==> src/hdl/ppb_pkg.sv <==
package ppb_pkg;

    localparam int ADDR_MAX_BITS = 24;

    localparam logic [1:0] OP_PUT   = 2'd0;
    localparam logic [1:0] OP_GET   = 2'd1;
    localparam logic [1:0] OP_BLEND = 2'd2;
    localparam logic [1:0] OP_NOP   = 2'd3;

    localparam logic [1:0] ST_DONE   = 2'd0;
    localparam logic [1:0] ST_REJECT = 2'd1;
    localparam logic [1:0] ST_UNSUPP = 2'd2;

    localparam logic [2:0] CFG_SURF_W  = 3'd0;
    localparam logic [2:0] CFG_SURF_H  = 3'd1;
    localparam logic [2:0] CFG_PITCH   = 3'd2;
    localparam logic [2:0] CFG_BPP     = 3'd3;
    localparam logic [2:0] CFG_CLIP_OR = 3'd4;
    localparam logic [2:0] CFG_CLIP_SZ = 3'd5;
    localparam logic [2:0] CFG_LAYOUT  = 3'd6;

    localparam int CFG_DATA_W = 36;

    typedef struct packed {
        logic [12:0] surf_w;
        logic [12:0] surf_h;
        logic [14:0] pitch;
        logic [2:0]  bpp;
        logic [23:0] clip_org;
        logic [25:0] clip_sz;
        logic [35:0] layout;
    } t_cfg;

    typedef struct packed {
        logic [1:0]               status;
        logic [1:0]               op;
        logic [ADDR_MAX_BITS-1:0] addr;
        logic [31:0]              color;
        logic [7:0]               alpha;
        logic [2:0]               bpp;
    } t_job;

    // old + floor((new - old) * a / 256)
    function automatic logic [31:0] f_blend(input logic [31:0] o, input logic [31:0] n,
                                            input logic [7:0] a);
        logic signed [32:0] d;
        logic signed [41:0] p;
        logic signed [41:0] s;
        d = $signed({1'b0, n}) - $signed({1'b0, o});
        p = d * $signed({1'b0, a});
        s = $signed({10'b0, o}) + (p >>> 8);
        return s[31:0];
    endfunction

    function automatic logic [31:0] f_mask(input logic [3:0] w, input logic [4:0] sh);
        logic [63:0] m;
        m = {32'b0, (32'd1 << w) - 32'd1} << sh;
        return m[31:0];
    endfunction

endpackage

==> src/hdl/ppb_fifo.sv <==
module ppb_fifo
    import ppb_pkg::*;
(
    input  logic i_clk,
    input  logic i_rst_n,
    input  logic i_push,
    input  t_job i_job,
    output logic o_full,
    input  logic i_pop,
    output logic o_empty,
    output t_job o_job
);
    t_job       r_slot [2];
    logic       r_wp, r_rp;
    logic [1:0] r_cnt;

    assign o_full  = (r_cnt == 2'd2);
    assign o_empty = (r_cnt == 2'd0);
    assign o_job   = r_slot[r_rp];

    always_ff @(posedge i_clk) begin
        if (i_push) begin
            r_slot[r_wp] <= i_job;
        end
        if (!i_rst_n) begin
            r_wp  <= 1'b0;
            r_rp  <= 1'b0;
            r_cnt <= 2'd0;
        end else begin
            if (i_push) r_wp <= ~r_wp;
            if (i_pop) r_rp <= ~r_rp;
            r_cnt <= r_cnt + 2'(i_push) - 2'(i_pop);
        end
    end
endmodule

==> config.mk <==
export PLATFORM = sky130hd
export DESIGN_NAME = ppb_fifo
export DESIGN_NICKNAME = d
export VERILOG_FILES = /design/src/hdl/ppb_pkg.sv /design/src/hdl/ppb_fifo.sv
export SDC_FILE = /design/constraint.sdc
export NUM_CORES = 1
export LEC_CHECK = 0
export ABC_AREA = 1
export ABC_CLOCK_PERIOD_IN_PS = 5000
export BUFFER_PORTS_ARGS = -buffer_cell sky130_fd_sc_hd__buf_2
export CAP_MARGIN = 10
export CORE_MARGIN = 2
export CORE_UTILIZATION = 41
export CTS_CLUSTER_SIZE = 40
export DETAILED_ROUTE_END_ITERATION = 10
export HOLD_SLACK_MARGIN = 0.03
export PLACE_DENSITY = 0.61
export SLEW_MARGIN = 20
export SYNTH_ARGS = -nofsm -noshare
export SYNTH_HDL_FRONTEND = slang
export SYNTH_SLANG_ARGS = --single-unit
==> constraint.sdc <==
create_clock -name i_clk -period 5 [get_ports i_clk]
set_input_delay 0.5 -clock i_clk [delete_from_list [all_inputs] [get_ports i_clk]]
set_output_delay 0.5 -clock i_clk [all_outputs]
set_load 0.02 [all_outputs]
==> reports/results.txt <==
Final worst path period need: 2.90 ns
Total die area: 14900 um^2
RR Startpoint: r_wp
Inst Count DP: 577
Net count, final: 493
Detailed Routing Iterations Pass 1: 4
Pins Over Slew Limit: 0
Status: finished clean
RSZ-0062 raised after global routing: false
R2R depth: 3
Worst-path clk slew: 0.06 ns
Global-route wire length before repair: 14.3 mm
Drt total wl: 9.62 mm
NetSw: 671 uW
Cell area after synthesis: 5700 um^2
Clk sinks: 147
Fin cells: 609
Post-synth top cells: edfxtp_1, mux2_4, nor2_1
Synth area leader: edfxtp_1
Starting Density: 0.416
Tcrit/Tclk final: 0.580
Crit end category: output port
Fill cells: 1142
HP Class: primary input to flop
Root Driver: clkbuf_16
Combinational Power Share: 0.105
Setup TNS: 0 ns
Crit path kind: flop to output port
CTS tree: yes
Hold Buf Count CTS: 0
CTS buffer count: 17
Die Span X: 122 um
Synth top area share: 0.748
R2R setup slack: 3.07 ns
Seq pwr share: 0.491
Vias in the first global route: 2802
Worst Tran Pin Value: 0.960 ns
Initial antenna violation count: 1
I/O pin count: 148
LEAKAGE: 2.87 nW
GPL Wtd Cong: 0.690
WHS Endpoint: r_slot[1][7]
CP Launch Type: flop
H-tree levels: 4
Post-DP HPWL: 6.23 mm
Highest clock rate: 345 MHz
Ant. Diodes: 0
Largest net degree at the start of global routing: 51
Syn_nets: 331
RR Endpoint: r_slot[1][38]
WHS Path Cells: 1
Gr usage total: 0.134
Pwr/cell area: 417 nW/um^2
WL/cell: 15.8 um
Core area: 13700 um^2
Min-delay src: i_job[7]
PostCTS Resize Cnt: 0
Overflow after GRT: 0
Clk pwr share: 0.404
# port buffers: 147
Layout cells sized above 1: 0.587
Gate Count Post-Synth: 254
Synth Register Bits: 147
Max-cap violations: 0
Yosys warns: 0
Chip Height: 122 um
Sw frac: 0.226
Via density: 4.52
Vias: 2755
DRC Markers: 0
Async set-or-reset flop fraction in the synthesized netlist: 0
Final hold vios: 0
Worst EP required: 4.50 ns
Dominant synthesized flop cell: edfxtp_1
Area contributors post-synth: edfxtp_1, mux2_4, buf_12
Seq/Total Area, Yosys: 0.765
Worst VDD drop: 0.276 mV
Number of core rows: 43
Top-count cell post-synth: edfxtp_1
P_int: 2.30 mW
Worst clock skew: 0.00931 ns
Yosys cell types: 12
EDFF count, synth: 142
Worst skew pair latency: 0.42 ns
DR iter-0 viols: 192
Post-CTS Setup Inserts: 0
WP data arrival: 2.40 ns
Post-layout util: 0.519
Relative slew margins: 0.360
ANT nets after route: 0
Final setup fails: 0
Syn avg cell area: 22.5 um^2
Critical path fanouts, max: 50
Area delta synth->final: 24.9%
Bufs on Longest Clock Path: 2
## layout by cell type, fill, tap and decap left out
cell,n
a21oi_1,1
buf_2,147
buf_4,4
bufinv_16,2
clkbuf_1,1
clkbuf_16,17
clkinv_1,4
clkinv_2,2
clkinv_4,4
clkinvlp_4,2
dfxtp_1,4
dfxtp_4,1
edfxtp_1,142
ha_1,2
inv_1,6
inv_6,1
mux2_2,1
mux2_4,70
nand2_1,8
nand3_1,1
nor2_1,8
nor2_4,1
## cell type report
class	count	area [um^2]	area share
Sequential cell	147	4370	0.613
Multi-Input combinational cell	92	1170	0.164
Timing Repair Buffer	151	766	0.108
Clock buffer	18	429	0.0602
Tap cell	180	225	0.0316
Clock inverter	14	139	0.0195
Inverter	7	27.5	0.00386
## per-layer routing
layer	GRT usage	share of wire	routed length, um
met2	0.216	0.50	4840
met5	0	0.0018	17
met3	0.0534	0.065	627
met4	0.0647	0.018	173
met1	0.157	0.41	3960
## worst max path at each step
| stage | start | endpoint | cells after the start |
|---|---|---|---|
| after floorplan | i_push | r_slot[0][0] | 2 |
| after global placement | flop | o_job[59] | 3 |
| after detailed placement | flop | o_job[52] | 3 |
| after CTS | flop | o_job[52] | 3 |
| after global routing | flop | o_job[35] | 3 |
| final | flop | o_job[52] | 3 |
## state kept, by name, summed over array words and instances (netlist names), named ones only
name    cells
r_slot    142
r_rp        1
r_wp        1
r_cnt       2
## cells by family after synthesis
kind of cell             share of synthesized area
adder cells (fa/ha/maj)                    0.00439
multiplexers                                 0.186
AND/OR/NAND/NOR                             0.0121
flip-flops                                   0.765
AO/OA/AOI/OAI                             0.000877
buffers and inverters                       0.0312
## power by group through the flow
stage,clock network [mW],registers (mW),logic [mW]
2_1_floorplan,0,1.47,0.239
3_3_place_gp,0,1.48,0.313
3_5_place_dp,0,1.49,0.317
4_1_cts,1.23,1.46,0.318
5_1_grt,1.28,1.47,0.336
6_report,1.20,1.46,0.312
## stage by stage
stage / power, mW / hold slack [ns] / area, um^2 / worst slack, ns
2_1_floorplan: 1.71 / 0.463 / 5700 / 0.982
3_3_place_gp: 1.80 / 0.479 / 6560 / 2.48
3_5_place_dp: 1.80 / 0.501 / 6560 / 2.44
4_1_cts: 3.01 / 0.249 / 7120 / 1.99
5_1_grt: 3.08 / 0.249 / 7120 / 1.93
6_report: 2.97 / 0.269 / 7120 / 2.10
## worst max-delay path, stage by stage (launching register included)
cell	delay (ns)
dfxtp_4	0.97
buf_4	0.51
mux2_4	0.34
buf_2	0.16
Note: power is estimated with default switching activity, not from simulation.
