## src/hdl/ppb_pkg.sv

```systemverilog
package ppb_pkg;

    localparam int ADDR_MAX_BITS = 24;

    localparam logic [1:0] OP_PUT   = 2'd0;
    localparam logic [1:0] OP_GET   = 2'd1;
    localparam logic [1:0] OP_BLEND = 2'd2;
    localparam logic [1:0] OP_NOP   = 2'd3;

    localparam logic [1:0] ST_DONE   = 2'd0;
    localparam logic [1:0] ST_REJECT = 2'd1;
    localparam logic [1:0] ST_UNSUPP = 2'd2;

    localparam logic [2:0] CFG_SURF_W  = 3'd0;
    localparam logic [2:0] CFG_SURF_H  = 3'd1;
    localparam logic [2:0] CFG_PITCH   = 3'd2;
    localparam logic [2:0] CFG_BPP     = 3'd3;
    localparam logic [2:0] CFG_CLIP_OR = 3'd4;
    localparam logic [2:0] CFG_CLIP_SZ = 3'd5;
    localparam logic [2:0] CFG_LAYOUT  = 3'd6;

    localparam int CFG_DATA_W = 36;

    typedef struct packed {
        logic [12:0] surf_w;
        logic [12:0] surf_h;
        logic [14:0] pitch;
        logic [2:0]  bpp;
        logic [23:0] clip_org;
        logic [25:0] clip_sz;
        logic [35:0] layout;
    } t_cfg;

    typedef struct packed {
        logic [1:0]               status;
        logic [1:0]               op;
        logic [ADDR_MAX_BITS-1:0] addr;
        logic [31:0]              color;
        logic [7:0]               alpha;
        logic [2:0]               bpp;
    } t_job;

    // old + floor((new - old) * a / 256)
    function automatic logic [31:0] f_blend(input logic [31:0] o, input logic [31:0] n,
                                            input logic [7:0] a);
        logic signed [32:0] d;
        logic signed [41:0] p;
        logic signed [41:0] s;
        d = $signed({1'b0, n}) - $signed({1'b0, o});
        p = d * $signed({1'b0, a});
        s = $signed({10'b0, o}) + (p >>> 8);
        return s[31:0];
    endfunction

    function automatic logic [31:0] f_mask(input logic [3:0] w, input logic [4:0] sh);
        logic [63:0] m;
        m = {32'b0, (32'd1 << w) - 32'd1} << sh;
        return m[31:0];
    endfunction

endpackage

```

## src/hdl/ppb_in_if.sv

```systemverilog
interface ppb_in_if;
    logic        valid;
    logic        ready;
    logic [1:0]  op;
    logic signed [15:0] x_pos;
    logic signed [15:0] y_pos;
    logic [31:0] color_in;
    logic [7:0]  alpha;
    modport source (output valid, op, x_pos, y_pos, color_in, alpha, input ready);
    modport sink (input valid, op, x_pos, y_pos, color_in, alpha, output ready);
endinterface

```

## src/hdl/ppb_front.sv

```systemverilog
module ppb_front
    import ppb_pkg::*;
#(
    parameter int MEM_ADDR_BITS = 18,
    parameter int COORD_BITS    = 12
) (
    input  logic i_clk,
    input  logic i_rst_n,
    ppb_in_if.sink i_in,
    input  t_cfg i_cfg,
    input  logic i_full,
    output logic o_push,
    output t_job o_job
);
    logic        r_v;
    logic [1:0]  r_op;
    logic [15:0] r_x, r_y;
    logic [31:0] r_color;
    logic [7:0]  r_alpha;

    logic [31:0] org, sz;
    logic [COORD_BITS-1:0] cx, cy;
    logic [COORD_BITS:0]   cw, ch;
    logic [COORD_BITS+1:0] cx_end, cy_end;
    logic [14:0] xu, yu;
    logic        rej;
    logic [30:0] addr;
    logic [1:0]  maxoff;
    logic [31:0] last;
    logic        mem_rej;
    logic [4:0]  sh;

    assign o_push     = r_v && !i_full;
    assign i_in.ready = !r_v || !i_full;

    always_ff @(posedge i_clk) begin
        if (i_in.valid && i_in.ready) begin
            r_op    <= i_in.op;
            r_x     <= i_in.x_pos;
            r_y     <= i_in.y_pos;
            r_color <= i_in.color_in;
            r_alpha <= i_in.alpha;
        end
        if (!i_rst_n) begin
            r_v <= 1'b0;
        end else if (i_in.ready) begin
            r_v <= i_in.valid;
        end
    end

    always_comb begin
        org    = {8'b0, i_cfg.clip_org};
        sz     = {6'b0, i_cfg.clip_sz};
        cx     = org[COORD_BITS-1:0];
        cy     = org[2*COORD_BITS-1:COORD_BITS];
        cw     = sz[COORD_BITS:0];
        ch     = sz[2*COORD_BITS+1:COORD_BITS+1];
        cx_end = (COORD_BITS+2)'(cx) + (COORD_BITS+2)'(cw);
        cy_end = (COORD_BITS+2)'(cy) + (COORD_BITS+2)'(ch);
        xu     = r_x[14:0];
        yu     = r_y[14:0];
        rej = r_x[15] || r_y[15]
            || (xu < 15'(cx)) || (16'(xu) >= 16'(cx_end))
            || (yu < 15'(cy)) || (16'(yu) >= 16'(cy_end))
            || (xu >= 15'(i_cfg.surf_w)) || (yu >= 15'(i_cfg.surf_h))
            || (i_cfg.bpp == 3'd0) || (i_cfg.bpp > 3'd4);
        addr = 31'(yu * i_cfg.pitch) + 31'(xu * i_cfg.bpp);
        // Three-byte pixels may place a channel in lane three
        maxoff = 2'd2;
        if (i_cfg.bpp == 3'd3) begin
            for (int c = 0; c < 4; c++) begin
                sh = i_cfg.layout[5*c +: 5];
                if (sh[4:3] > maxoff) maxoff = sh[4:3];
            end
        end else begin
            maxoff = 2'(i_cfg.bpp - 3'd1);
        end
        sh      = 5'd0;
        last    = 32'(addr) + 32'(maxoff);
        mem_rej = (last >> MEM_ADDR_BITS) != 32'd0;

        o_job.op    = r_op;
        o_job.addr  = ADDR_MAX_BITS'(addr);
        o_job.color = r_color;
        o_job.alpha = r_alpha;
        o_job.bpp   = i_cfg.bpp;
        if (r_op == OP_NOP) o_job.status = ST_DONE;
        else if (rej || mem_rej) o_job.status = ST_REJECT;
        else if (r_op == OP_BLEND && i_cfg.bpp == 3'd1) o_job.status = ST_UNSUPP;
        else o_job.status = ST_DONE;
    end
endmodule

```

## src/flat_wrapper.sv

```systemverilog
// flat-port wrapper written by rule: the top's interface ports become plain ports
module ppb_front_flat import ppb_pkg::*;
#(
    parameter int MEM_ADDR_BITS = 18,
    parameter int COORD_BITS    = 12
)
  (i_clk, i_rst_n, i_cfg, i_full, o_push, o_job, i_in_valid, i_in_op, i_in_x_pos, i_in_y_pos, i_in_color_in, i_in_alpha, i_in_ready);
  ppb_in_if i_in_i ();
  input  logic i_clk;
  input  logic i_rst_n;
  input  t_cfg i_cfg;
  input  logic i_full;
  output logic o_push;
  output t_job o_job;
  input wire logic [$bits(i_in_i.valid)-1:0] i_in_valid;
  input wire logic [$bits(i_in_i.op)-1:0] i_in_op;
  input wire logic [$bits(i_in_i.x_pos)-1:0] i_in_x_pos;
  input wire logic [$bits(i_in_i.y_pos)-1:0] i_in_y_pos;
  input wire logic [$bits(i_in_i.color_in)-1:0] i_in_color_in;
  input wire logic [$bits(i_in_i.alpha)-1:0] i_in_alpha;
  output wire logic [$bits(i_in_i.ready)-1:0] i_in_ready;
  assign i_in_i.valid = i_in_valid;
  assign i_in_i.op = i_in_op;
  assign i_in_i.x_pos = i_in_x_pos;
  assign i_in_i.y_pos = i_in_y_pos;
  assign i_in_i.color_in = i_in_color_in;
  assign i_in_i.alpha = i_in_alpha;
  assign i_in_ready = i_in_i.ready;
  ppb_front #(.MEM_ADDR_BITS(MEM_ADDR_BITS), .COORD_BITS(COORD_BITS)) u_core (.i_clk(i_clk), .i_rst_n(i_rst_n), .i_in(i_in_i), .i_cfg(i_cfg), .i_full(i_full), .o_push(o_push), .o_job(o_job));
endmodule
```

## config.mk

```make
export PLATFORM = sky130hd
export DESIGN_NAME = ppb_front_flat
export DESIGN_NICKNAME = d
export VERILOG_FILES = /design/src/hdl/ppb_pkg.sv /design/src/hdl/ppb_in_if.sv /design/src/hdl/ppb_front.sv /design/src/flat_wrapper.sv
export SDC_FILE = /design/constraint.sdc
export NUM_CORES = 1
export LEC_CHECK = 0
export ABC_AREA = 1
export BUFFER_PORTS_ARGS = -buffer_cell sky130_fd_sc_hd__buf_2
export CORE_ASPECT_RATIO = 0.6
export CORE_MARGIN = 4
export CORE_UTILIZATION = 30
export CTS_BUF_LIST = sky130_fd_sc_hd__clkbuf_16
export CTS_CLUSTER_SIZE = 40
export DETAILED_ROUTE_END_ITERATION = 10
export PLACE_DENSITY = 0.47
export SYNTH_ARGS = -nofsm -noshare
export SYNTH_HDL_FRONTEND = slang
export SYNTH_SLANG_ARGS = --single-unit
```

## constraint.sdc

```tcl
create_clock -name i_clk -period 9.76 [get_ports i_clk]
set_input_delay 1.464 -clock i_clk [delete_from_list [all_inputs] [get_ports i_clk]]
set_output_delay 1.464 -clock i_clk [all_outputs]
set_load 0.005 [all_outputs]
```

==> results.py <==
metrics = {
    "layout": {
        "area_growth_pct": 16.13,
        "layout_commonest_cell": "inv_1",
        "fillers": 5847,
        "drive_gt1_frac": 0.1548,
        "mostFrequentLayoutCells": "inv_1, nand2_1, buf_2",
        "finalNonFillerCells": 3150,
        "nets": 3080,
        "antenna_cells": 0,
    },
    "yosys": {
        "mappedNetlistArea_sq_mm": 0.01644,
        "synthArstFlopShare": 0,
        "ys_ff_latch": 75,
        "syn_avg_cell_area_sq_um": 7.526,
        "ys_seq_area_frac": 0.1364,
        "synth_edf_count": 74,
        "yosysUniqueCellTypes": 47,
        "synth-main-ff-cell": "edfxtp_1",
        "synth_cells": 2184,
        "yosysWarnings": 0,
    },
    "run": {
        "cap_violations": 0,
    },
    "routing": {
        "drc_errors": 0,
        "wl_per_cell_um": 15.44,
        "drt_iter0_drc": 854,
        "vias_per_cell": 4.464,
        "num_vias": 14060,
        "totalWireLength_um": 48640,
        "drt_first_pass_iters": 5,
        "final_antenna_net_count": 0,
    },
    "global_routing": {
        "grt_first_pass_wirelength_um": 78470,
        "grt_use_total": 0.1706,
        "grt_max_degree": 69,
        "grt_overflow": 0,
        "first_global_vias": 14310,
        "antenna_found_initial": 1,
    },
    "timing": {
        "hold_viol": 0,
        "fin_crit_ps": 9421,
        "period_share": 0.9653,
        "setup-violations-final": 0,
        "drv_slew": 0,
        "max_freq_mhz": 106.1,
        "relSlewSlack": 0.3089,
        "clock-skew-final_ps": 8.322,
        "worstMarginPinSlew_ps": 1037,
    },
    "floorplan": {
        "die_w_um": 310.2,
        "start_util": 0.3034,
        "die-area_sq_mm": 0.05872,
        "core_sq_mm": 0.05417,
        "row_count": 66,
        "io_pins": 281,
        "die_h_um": 189.3,
    },
    "clocking": {
        "cts-root-buf": "clkbuf_16",
        "cts_buffers": 9,
        "cts_hold_buf": 0,
        "clock_path_buffers": 2,
        "htree_levels": 3,
        "cts_tree": "built",
        "cts_sinks": 75,
        "path_clk_slew_ps": 70,
        "clk_latency_ps": 360,
    },
    "place": {
        "placed_cells": 3134,
        "globalplace.congestion": 0.8533,
        "dp_hpwl_um": 43440,
        "port_buffers": 252,
    },
    "setup_path": {
        "cp-end-kind": "primary output",
        "arrival_ps": 7960,
        "cp_max_fo": 15,
        "cpMostUsedCell": "fa_1",
        "cpPeakStageDelay_ps": 560,
        "ff2ff_setup_slack_ps": 7890,
        "crit_path_start_kind": "input port",
        "worstSetupPathType": "input port to primary output",
        "worstPathRequired_ps": 8300,
        "cp_slowest_cell": "fa_1",
    },
    "worst_hold_path": {
        "hold_class": "flip-flop to flip-flop",
    },
    "outcome": {
        "status": "finished, final reports clean",
    },
}
[flip-flops by register name (all words and copies together), names as in the netlist]
name,flops
u_core.r_alpha,8
u_core.r_color,32
u_core.r_v,1
u_core.r_op,2
u_core.r_x,16
u_core.r_y,16
[Yosys cell counts (all sizes together), types with 4 or more instances]
cell type | count | area share
ha | 226 | 0.17
nand3 | 77 | 0.025
nand2 | 616 | 0.15
nand4 | 24 | 0.0091
clkbuf | 40 | 0.0091
xnor2 | 9 | 0.0048
o211ai | 6 | 0.0027
edfxtp | 74 | 0.14
xor2 | 15 | 0.0080
o21ai | 22 | 0.0067
nor3 | 17 | 0.0055
fa | 215 | 0.26
nand3b | 6 | 0.0027
inv | 626 | 0.14
a211oi | 4 | 0.0018
a21oi | 72 | 0.022
nor2 | 94 | 0.026
o21bai | 10 | 0.0048
[logic make-up after synthesis]
family | share of synthesized area
multiplexers | 0.0006090
AND/OR/NAND/NOR | 0.2181
buffers and inverters | 0.1541
adder cells (fa/ha/maj) | 0.4339
flip-flops | 0.1364
XOR/XNOR | 0.01279
AO/OA/AOI/OAI | 0.04385
other | 0.0002281
[through the flow]
step / setup TNS [ps] / instance area [sq um] / util / hold WS, ps / worst slack (ps)
after CTS: 0 / 18960 / 0.3499 / 544.0 / 188.2
final: 0 / 19090 / 0.3524 / 542.1 / 338.9
after global placement: 0 / 18630 / 0.3439 / 518.9 / 259.6
after global routing: -4.581 / 19090 / 0.3524 / 587.7 / -4.581
after detailed placement: 0 / 18630 / 0.3439 / 535.1 / 211.4
after floorplan: 0 / 16440 / - / 500.3 / 1027
[worst paths after layout]
path,start,to,cells after the start
setup / recovery,i_cfg[97],o_job[70],31
hold / removal,u_core.r_v,u_core.r_v,2
setup reg to reg,u_core.r_v,u_core.r_x[8],2
hold reg to reg,u_core.r_v,u_core.r_v,2
[layout make-up]
class                      count  area, sq um  share of cell area
multi-input combinational   1438        11790              0.6178
timing repair buffer         278         1473             0.07715
clock inverter                 7        101.3            0.005309
tap                          714        893.4             0.04680
inverter                     629         2361              0.1237
sequential                    75         2242              0.1175
clock buffer                   9        225.2             0.01180
[repair_timing]
item | CTS | global route
hold endpoints to repair | 0 | 0
gates resized for setup | 0 | 37
setup endpoints to repair | 0 | 2
setup buffers | 0 | 0
[worst max-delay path: cells and delay by family]
family,cells,cell delay (ps)
AND/OR/NAND/NOR,17,2350
buffers and inverters,7,640
adder cells (fa/ha/maj),7,3510
[per-layer routing]
layer  track usage  routed length [um]  vias up
li1              -                   -     6998
met5             0                  13        -
met3       0.02180                1887       18
met1        0.2703               26390     6799
met2        0.2542               20110      245
met4       0.01552                 233        2
Power is left out: the tool's default activity adds up to more than one toggle a clock period on the data nets, which glitch-free logic cannot reach.
